[src/rtl/core/uirc_pkg.sv]
`timescale 1ns / 1ps
// Shared types, constants and the byte-wide CRC-32 function of the image receive checker.
// No dependencies; every other file refers to this package by scoped names.
package uirc_pkg;

    localparam int LENGTH_BITS_DEFAULT        = 24;
    localparam int PACKET_NUMBER_BITS_DEFAULT = 16;
    localparam int QUEUE_DEPTH_DEFAULT        = 2;

    localparam int CRC_W = 32;
    localparam int BYTE_W = 8;

    localparam logic [CRC_W-1:0] CRC_POLY_REFLECTED = 32'hEDB8_8320;
    localparam logic [CRC_W-1:0] CRC_ALL_ONES       = 32'hFFFF_FFFF;

    typedef enum logic [3:0] {
        ST_ACCEPTED        = 4'd0,
        ST_VERIFIED        = 4'd1,
        ST_DISABLED        = 4'd2,
        ST_BUSY            = 4'd3,
        ST_NOT_STARTED     = 4'd4,
        ST_BAD_PACKET      = 4'd5,
        ST_LENGTH_MISMATCH = 4'd6,
        ST_CRC_MISMATCH    = 4'd7,
        ST_BAD_LENGTH      = 4'd8
    } uirc_status_t;

    // Classification of one item, made by the front end.
    typedef struct packed {
        logic is_data;
        logic first;
        logic last;
        logic len_zero;
    } uirc_cls_t;

    localparam int CLS_W = $bits(uirc_cls_t);

    // Reflected CRC-32 over one byte, LSB first.
    function automatic logic [CRC_W-1:0] crc32_byte(input logic [CRC_W-1:0] crc,
                                                    input logic [BYTE_W-1:0] data);
        logic [CRC_W-1:0] c;
        c = crc ^ {{(CRC_W-BYTE_W){1'b0}}, data};
        for (int k = 0; k < BYTE_W; k++) begin
            c = c[0] ? ((c >> 1) ^ CRC_POLY_REFLECTED) : (c >> 1);
        end
        return c;
    endfunction

endpackage

[src/rtl/core/uirc_back.sv]
`timescale 1ns / 1ps
// Back end: session state, packet and length checks, CRC update and the result register.
// Depends on uirc_pkg.
module uirc_back #(
    parameter int LENGTH_BITS        = uirc_pkg::LENGTH_BITS_DEFAULT,
    parameter int PACKET_NUMBER_BITS = uirc_pkg::PACKET_NUMBER_BITS_DEFAULT
) (
    input  logic                          aclk,
    input  logic                          aresetn,
    input  logic                          cfg_wr_en,
    input  logic                          cfg_wr_data,
    input  logic                          cmd_valid,
    output logic                          cmd_ready,
    input  uirc_pkg::uirc_cls_t           cmd_cls,
    input  logic [LENGTH_BITS-1:0]        cmd_length,
    input  logic [uirc_pkg::CRC_W-1:0]    cmd_crc,
    input  logic [PACKET_NUMBER_BITS-1:0] cmd_packet,
    input  logic [uirc_pkg::BYTE_W-1:0]   cmd_byte,
    output logic                          m_valid,
    input  logic                          m_ready,
    output uirc_pkg::uirc_status_t        m_status,
    output logic [LENGTH_BITS-1:0]        m_byte_count
);

    logic                          enabled_reg;
    logic                          active_reg, active_next;
    logic [PACKET_NUMBER_BITS-1:0] next_packet_reg, next_packet_next;
    logic [LENGTH_BITS-1:0]        offset_reg, offset_next;
    logic [uirc_pkg::CRC_W-1:0]    crc_reg, crc_next;
    logic [LENGTH_BITS-1:0]        target_length_reg, target_length_next;
    logic [uirc_pkg::CRC_W-1:0]    target_crc_reg, target_crc_next;
    logic                          m_valid_reg;
    uirc_pkg::uirc_status_t        status_reg, status_next;
    logic [LENGTH_BITS-1:0]        count_reg;
    logic                          pop;
    logic [uirc_pkg::CRC_W-1:0]    crc_upd;
    logic [LENGTH_BITS-1:0]        offset_inc;

    assign cmd_ready = !m_valid_reg || m_ready;
    assign pop       = cmd_valid && cmd_ready;

    assign crc_upd    = uirc_pkg::crc32_byte(crc_reg, cmd_byte);
    assign offset_inc = (offset_reg != '1) ? offset_reg + 1'b1 : offset_reg;

    always_comb begin
        active_next        = active_reg;
        next_packet_next   = next_packet_reg;
        offset_next        = offset_reg;
        crc_next           = crc_reg;
        target_length_next = target_length_reg;
        target_crc_next    = target_crc_reg;
        status_next        = uirc_pkg::ST_ACCEPTED;
        priority if (!enabled_reg) begin
            status_next = uirc_pkg::ST_DISABLED;
        end else if (!cmd_cls.is_data) begin
            priority if (active_reg) begin
                status_next = uirc_pkg::ST_BUSY;
            end else if (cmd_cls.len_zero) begin
                status_next = uirc_pkg::ST_BAD_LENGTH;
            end else begin
                active_next        = 1'b1;
                next_packet_next   = PACKET_NUMBER_BITS'(1);
                offset_next        = '0;
                crc_next           = uirc_pkg::CRC_ALL_ONES;
                target_length_next = cmd_length;
                target_crc_next    = cmd_crc;
            end
        end else if (!active_reg) begin
            status_next = uirc_pkg::ST_NOT_STARTED;
        end else if (cmd_cls.first && (cmd_packet != next_packet_reg)) begin
            active_next = 1'b0;
            status_next = uirc_pkg::ST_BAD_PACKET;
        end else begin
            crc_next    = crc_upd;
            offset_next = offset_inc;
            if (cmd_cls.last) begin
                next_packet_next = next_packet_reg + 1'b1;
                if (offset_inc >= target_length_reg) begin
                    active_next = 1'b0;
                    priority if (offset_inc != target_length_reg) begin
                        status_next = uirc_pkg::ST_LENGTH_MISMATCH;
                    end else if ((crc_upd ^ uirc_pkg::CRC_ALL_ONES) != target_crc_reg) begin
                        status_next = uirc_pkg::ST_CRC_MISMATCH;
                    end else begin
                        status_next = uirc_pkg::ST_VERIFIED;
                    end
                end
            end
        end
    end

    always_ff @(posedge aclk) begin
        if (!aresetn) begin
            enabled_reg       <= 1'b1;
            active_reg        <= 1'b0;
            next_packet_reg   <= '0;
            offset_reg        <= '0;
            crc_reg           <= uirc_pkg::CRC_ALL_ONES;
            target_length_reg <= '0;
            target_crc_reg    <= '0;
            m_valid_reg       <= 1'b0;
        end else begin
            if (cfg_wr_en) begin
                enabled_reg <= cfg_wr_data;
            end
            if (pop) begin
                active_reg        <= active_next;
                next_packet_reg   <= next_packet_next;
                offset_reg        <= offset_next;
                crc_reg           <= crc_next;
                target_length_reg <= target_length_next;
                target_crc_reg    <= target_crc_next;
            end
            if (cmd_ready) begin
                m_valid_reg <= cmd_valid;
            end
        end
    end

    always_ff @(posedge aclk) begin
        if (pop) begin
            status_reg <= status_next;
            count_reg  <= offset_next;
        end
    end

    assign m_valid      = m_valid_reg;
    assign m_status     = status_reg;
    assign m_byte_count = count_reg;

    // A session only closes on an item being processed.
    a_close_on_item: assert property (@(posedge aclk) disable iff (!aresetn)
        $fell(active_reg) |-> $past(pop))
        else $error("session closed without an item");

    // An item refused because the checker is disabled leaves the count and CRC alone.
    a_disabled_no_change: assert property (@(posedge aclk) disable iff (!aresetn)
        (pop && !enabled_reg) |=> ($stable(offset_reg) && $stable(crc_reg)))
        else $error("disabled item changed session state");

    // A verified image always reports exactly the expected length and leaves the session closed.
    a_verified_length: assert property (@(posedge aclk) disable iff (!aresetn)
        pop |=> (status_reg != uirc_pkg::ST_VERIFIED
                 || (count_reg == target_length_reg && !active_reg)))
        else $error("verified with wrong count or open session");

endmodule

[config.mk]
export PLATFORM = sky130hd
export DESIGN_NAME = uirc_back
export DESIGN_NICKNAME = d
export VERILOG_FILES = /design/src/rtl/core/uirc_pkg.sv /design/src/rtl/core/uirc_back.sv
export SDC_FILE = /design/constraint.sdc
export NUM_CORES = 1
export LEC_CHECK = 0
export ABC_AREA = 1
export BUFFER_PORTS_ARGS = -buffer_cell sky130_fd_sc_hd__buf_2
export CORE_UTILIZATION = 60
export DETAILED_ROUTE_END_ITERATION = 10
export PLACE_DENSITY_LB_ADDON = 0.3
export SETUP_SLACK_MARGIN = 0.15
export SLEW_MARGIN = 0
export SYNTH_ARGS = -nofsm -noshare
export SYNTH_HDL_FRONTEND = slang
export SYNTH_SLANG_ARGS = --single-unit
[constraint.sdc]
create_clock -name aclk -period 3.6 [get_ports aclk]
set_input_delay 0.54 -clock aclk [delete_from_list [all_inputs] [get_ports aclk]]
set_output_delay 0.54 -clock aclk [all_outputs]
set_load 0.05 [all_outputs]
==> results.py, run 1 <==
metrics = {
    "critical_path": {
        "worstPathMaxFanout": 5,
        "required_ns": 3.79,
        "crit_top_cell": "nand2_1",
        "cp-end-kind": "flip-flop",
        "cp.arrival_ns": 3.55,
        "worstSetupStartpointType": "flip-flop",
        "cp_cell_sequence": "inv_1 > nor4_4 > nand4_1 > nand2_1 > xor2_2 > inv_2 > ha_4 > nand4_1 > nor2_4 > nand3_2 > nor2_1 > nand2_1 > nor2_1 > nand2_1 > nor2_1 > nand2_1 > nor2_1 > nand3_1 > nand3_1 > nand2_1",
        "cp_slowest_cell": "dfxtp_1",
        "criticalPathCategory": "reg -> reg",
        "slowest_delay_ns": 0.42,
    },
    "yosys": {
        "yosysSeqAreaShare_pct": 34.0,
        "async_flop_share_pct": 0,
        "synthCells": 1580,
        "synth_ff_type": "dfxtp_1",
        "synth_nets": 1696,
        "yosysTopAreaCellShare_pct": 25.8,
        "synth_cell_type_count": 40,
        "synth_area_sq_um": 10200,
        "yosysWarnings": 0,
        "synth_top_area_cell": "dfxtp_1",
        "synth_seq_cells": 159,
        "synth_area_leaders": "dfxtp_1, nand2_1, edfxtp_1",
        "synth_edf_count": 28,
        "avgSynthCellArea_sq_um": 6.44,
    },
    "cells_and_area": {
        "final_core_util_pct": 72.5,
        "drive_above_1_share_pct": 18.6,
        "final_nets": 1827,
        "synthToLayoutAreaGrowth_pct": 18.1,
        "fillers": 1451,
        "layout_common_cells": "nand2_1, inv_1, a21oi_1",
        "diodes": 0,
        "final_common_cell": "nand2_1",
    },
    "grt": {
        "grt_max_degree": 65,
        "grt_pass1_wl_mm": 50.3,
        "overflow": 0,
        "antenna_found_initial": 2,
        "grt_usage_pct": 37.0,
        "grt_pass1_vias": 9655,
    },
    "cts": {
        "clk_latency_ns": 0.44,
        "tritoncts": "built",
        "cts_sinks": 159,
        "cts_made_buffers": 17,
        "clk_pin_slew_ns": 0.07,
        "cts-root-buf": "clkbuf_16",
        "h-tree-depth": 4,
        "clk_path_buf_depth": 2,
        "hold_buffers": 0,
    },
    "floorplan": {
        "start_util_pct": 61.4,
        "ioPinCount": 120,
        "die_x_um": 132,
        "core_sq_um": 16600,
        "die_h_um": 132,
        "fp.dieArea_sq_um": 17500,
        "rows": 47,
    },
    "route": {
        "drtIter0Drc": 1417,
        "drtPass1Iterations": 6,
        "routed_wl_mm": 32.4,
        "vias": 11000,
        "wire_per_inst_um": 16.7,
        "vias_per_cell": 5.67,
        "drc": 0,
        "antenna_left": 0,
    },
    "sta": {
        "rsz0062_at_grt": "true",
        "fmax_mhz": 298,
        "fin_skew_ns": 0.0130,
        "post-route-period-util_pct": 93.3,
        "finalHoldViolCount": 0,
        "setup_viol": 0,
        "final_max_slew_viol_count": 0,
        "tightest_slew_ns": 0.786,
        "setup_tns_ns": 0,
        "max_slew_margin_pct": 47.6,
        "period_needed_ns": 3.36,
    },
    "placed_design": {
        "detailed_place_hpwl_mm": 23.4,
        "portBuffers": 119,
        "routabilityCongestion": 0.982,
    },
    "hold_path": {
        "min_path_type": "in -> reg",
    },
    "status": {
        "outcome": "finished clean",
    },
    "power": {
        "ir_worst_vdd_mv": 0.412,
        "leakagePower_nw": 6.05,
        "powerDensity_nw_per_um2": 446,
    },
    "run": {
        "cap_violations": 0,
    },
}
[repair_timing]
action	4_1_cts	5_1_grt
setup buffers	1	14
pin swaps	3	34
setup endpoints to repair	2	4
resized for setup	8	70
[worst paths after layout]
kind | start | to | slack (ns) | cells after the start
worst min register to register | target_crc_reg[18] | target_crc_reg[18] | 0.47 | 2
worst min-delay path | cfg_wr_en | enabled_reg | 0.35 | 2
worst max register to register | offset_reg[20] | m_status[1] | 0.24 | 20
worst max-delay path | offset_reg[20] | m_status[1] | 0.24 | 20
[stage by stage]
stage	instances	hold WS [ns]	setup slack, ns	cell area (sq um)	power (mW)
after global routing	1944	0.361	0.00391	12000	5.60
after global placement	1897	0.456	0.134	11000	3.38
final	1944	0.346	0.241	12000	5.37
after floorplan	1580	0.435	0.445	10200	3.01
after detailed placement	1897	0.458	-0.00356	11000	3.41
after CTS	1930	0.317	0.151	11700	5.28
[cell usage after synthesis (3+ instances only)]
cell type and count:
nand2_1 493, inv_1 191, a21oi_1 147, dfxtp_1 131
nand3_1 116, o21ai_0 101, nor2_1 93, xor2_1 42
nand2_2 36, clkbuf_1 32, edfxtp_1 28, o21ai_1 27
ha_1 26, o211ai_1 17, inv_2 13, nand4_1 13
buf_2 12, nor3_1 11, nand2_4 8, buf_6 5
nor4_1 5, xnor2_1 4, nor3_2 3, o21a_1 3
or2_1 3
[layout make-up]
cell class                      count  area, sq um  share of cell area, %
Sequential cell                   159         3500                   29.1
Inverter                          206          776                   6.45
Multi-Input combinational cell   1162         5910                   49.2
Clock inverter                     15          171                   1.43
Timing Repair Buffer              165          957                   7.96
Clock buffer                       17          425                   3.54
Tap cell                          220          275                   2.29
[cells by family (layout without fill, tap and decap cells)]
kind of cell | count (synthesis) | after routing | synth area share [%]
fa+ha+maj | 26 | 26 | 3.19
simple gates | 789 | 789 | 33.2
flops | 159 | 159 | 34.0
buf+inv | 259 | 403 | 10.1
xor+xnor | 46 | 46 | 3.96
compound gates | 301 | 301 | 15.5
[routing by layer]
metal	global-route usage (%)	part of all wire, %
met1	54.5	45
met5	0	0.093
met2	53.8	41
met4	10.2	2.5
met3	8.54	11
[critical path: cells and delay by family (launching register included)]
kind	cells	cell delay (ns)
XOR/XNOR	1	0.20
adder cells (fa/ha/maj)	1	0.27
buffers and inverters	2	0.23
flip-flops	1	0.42
AND/OR/NAND/NOR	16	1.97
[where the power goes]
group / switching [mW] / total, mW / internal, mW
clock: 0.839 / 1.89 / 1.05
combinational: 1.01 / 1.46 / 0.449
sequential: 0.0850 / 2.02 / 1.94
(Power assumes the default switching activity.)
==> run 2, diff against run 1 <==
--- a/config.mk
+++ b/config.mk
@@ -9,7 +9,8 @@
 export BUFFER_PORTS_ARGS = -buffer_cell sky130_fd_sc_hd__buf_2
 export CORE_UTILIZATION = 60
 export DETAILED_ROUTE_END_ITERATION = 10
-export PLACE_DENSITY_LB_ADDON = 0.3
+export MAX_ROUTING_LAYER = met4
+export PLACE_DENSITY = 0.85
 export SETUP_SLACK_MARGIN = 0.15
 export SLEW_MARGIN = 0
 export SYNTH_ARGS = -nofsm -noshare
==> results.py, run 2 (synthesis gave the netlist of run 1 again) <==
metrics = {
    "sta": {
        "tightest_slew_ns": 0.832,
        "fin_skew_ns": 0.00717,
        "finalHoldViolCount": 0,
        "max_slew_margin_pct": 44.2,
        "post-route-period-util_pct": 91.4,
        "setup_viol": 0,
        "rsz0062_at_grt": "true",
        "fmax_mhz": 304,
        "period_needed_ns": 3.29,
        "final_max_slew_viol_count": 0,
        "hold_ws_ns": 0.340,
        "setup_tns_ns": 0,
    },
    "grt": {
        "grt_max_degree": 79,
        "grt_pass1_wl_mm": 48.5,
        "overflow": 0,
        "grt_util_met2_pct": 52.5,
        "met3_usage_pct": 9.46,
        "grt_pass1_vias": 9676,
        "grt_usage_pct": 36.5,
        "grt_util_met1_pct": 49.3,
        "antenna_found_initial": 2,
        "grt.busiest_layer": "met2",
    },
    "power": {
        "powerDensity_nw_per_um2": 454,
        "ir_worst_vdd_mv": 0.380,
        "leakagePower_nw": 5.92,
    },
    "placed_design": {
        "placed_area_sq_um": 10900,
        "detailed_place_hpwl_mm": 22.3,
        "routabilityCongestion": 0.982,
        "portBuffers": 119,
    },
    "critical_path": {
        "crit_top_cell": "nand2_1",
        "cp.arrival_ns": 3.48,
        "criticalPathCategory": "reg -> reg",
        "rrSetupSlack_ns": 0.31,
        "cp_cell_sequence": "nand2_1 > inv_1 > nand3_2 > nor4_4 > nand4_1 > nand2_1 > xor2_1 > inv_1 > ha_4 > nand4_1 > nor2_4 > nand3_2 > nor2_2 > nand2_1 > nor2_1 > nand2_1 > nor2_1 > nand2_1 > nor2_1 > nand3_1 > nand3_1 > nand2_1",
        "cp.buffers_inverters": 2,
        "cp_slowest_cell": "dfxtp_4",
        "cp-end-kind": "flip-flop",
        "required_ns": 3.79,
        "worstSetupStartpointType": "flip-flop",
        "worstPathMaxFanout": 6,
        "slowest_delay_ns": 0.38,
        "cp_top_family": "simple AND/OR/NAND/NOR gates",
    },
    "cts": {
        "clk_pin_slew_ns": 0.07,
        "h-tree-depth": 4,
        "cts_sinks": 159,
        "hold_buffers": 0,
        "cts_made_buffers": 17,
        "clk_latency_ns": 0.44,
        "cts-root-buf": "clkbuf_16",
        "clk_path_buf_depth": 2,
        "tritoncts": "built",
    },
    "route": {
        "drc": 0,
        "antenna_left": 0,
        "drtIter0Drc": 1070,
        "vias_per_cell": 5.64,
        "wire_per_inst_um": 16.1,
        "drtPass1Iterations": 6,
        "vias": 10900,
        "routed_wl_mm": 31.0,
    },
    "floorplan": {
        "fp.dieArea_sq_um": 17500,
        "core_sq_um": 16600,
        "die_h_um": 132,
        "rows": 47,
        "ioPinCount": 120,
        "die_x_um": 132,
        "start_util_pct": 61.4,
    },
    "hold_path": {
        "min_path_type": "in -> reg",
    },
    "cells_and_area": {
        "synthToLayoutAreaGrowth_pct": 16.1,
        "seq_area_sq_um": 3490,
        "final_nets": 1807,
        "drive_above_1_share_pct": 16.5,
        "final_common_cell": "nand2_1",
        "multi_input_area_sq_um": 5860,
        "fillers": 1439,
        "layout_common_cells": "nand2_1, inv_1, a21oi_1",
        "design_area_sq_um": 11800,
    },
    "run": {
        "cap_violations": 0,
    },
    "status": {
        "outcome": "finished clean",
    },
}
-- run 2: metal layers --
| metal | wire length, um | up-vias |
|---|---|---|
| met4 | 815 | 0 |
| met2 | 13100 | 604 |
| met5 | 0 | - |
| met1 | 13400 | 4866 |
| met3 | 3720 | 69 |
| li1 | - | 5329 |
-- run 2: path summary, 6_finish.rpt --
path / cells after the start / end / start
max: 22 / m_status[1] / offset_reg[16]
min: 2 / enabled_reg / cfg_wr_en
max reg2reg: 22 / m_status[1] / offset_reg[16]
min reg2reg: 2 / target_length_reg[4] / target_length_reg[4]
-- run 2: repair_timing --
| item | in CTS | in global routing |
|---|---|---|
| setup buffers | 0 | 6 |
| endpoints found under the hold margin | 0 | 0 |
| resized for setup | 2 | 52 |
| pin swaps | 0 | 22 |
| setup endpoints to repair | 2 | 4 |
-- run 2: per-stage QoR --
| stage | power, mW | worst slack [ns] | cells | utilization (%) |
|---|---|---|---|---|
| finish | 5.36 | 0.310 | 1926 | 71.3 |
| global route | 5.60 | 0.0490 | 1926 | 71.3 |
| CTS | 5.30 | 0.152 | 1918 | 69.9 |
| detailed placement | 3.38 | 0.0980 | 1886 | 66.0 |
| global placement | 3.35 | 0.192 | 1886 | 66.0 |
| floorplan | 3.01 | 0.445 | 1580 | - |
-- run 2: final cells by class --
cell class	count	share of cell area, %
Clock buffer	20	4.14
Sequential cell	159	29.5
Tap cell	220	2.33
Inverter	206	6.54
Antenna cell	2	0.0423
Clock inverter	12	1.20
Multi-Input combinational cell	1162	49.6
Timing Repair Buffer	145	6.69
-- run 2: worst reg2reg max path, stage by stage (launching register included) --
cell and delay, ns:
dfxtp_4 0.38, nand2_1 0.05, inv_1 0.10, nand3_2 0.11, nor4_4 0.25, nand4_1 0.22, nand2_1 0.16, xor2_1 0.20
inv_1 0.10, ha_4 0.28, nand4_1 0.13, nor2_4 0.18, nand3_2 0.12, nor2_2 0.10, nand2_1 0.05, nor2_1 0.10
nand2_1 0.05, nor2_1 0.08, nand2_1 0.05, nor2_1 0.10, nand3_1 0.10, nand3_1 0.09, nand2_1 0.05
-- run 2: power by group --
part | total (mW) | switching [mW] | leakage [nW] | internal [mW]
registers | 2.02 | 0.0862 | 1.36 | 1.94
clock network | 1.93 | 0.794 | 0.305 | 1.14
logic | 1.41 | 0.983 | 4.25 | 0.426
total | 5.36 | 1.86 | 5.92 | 3.50
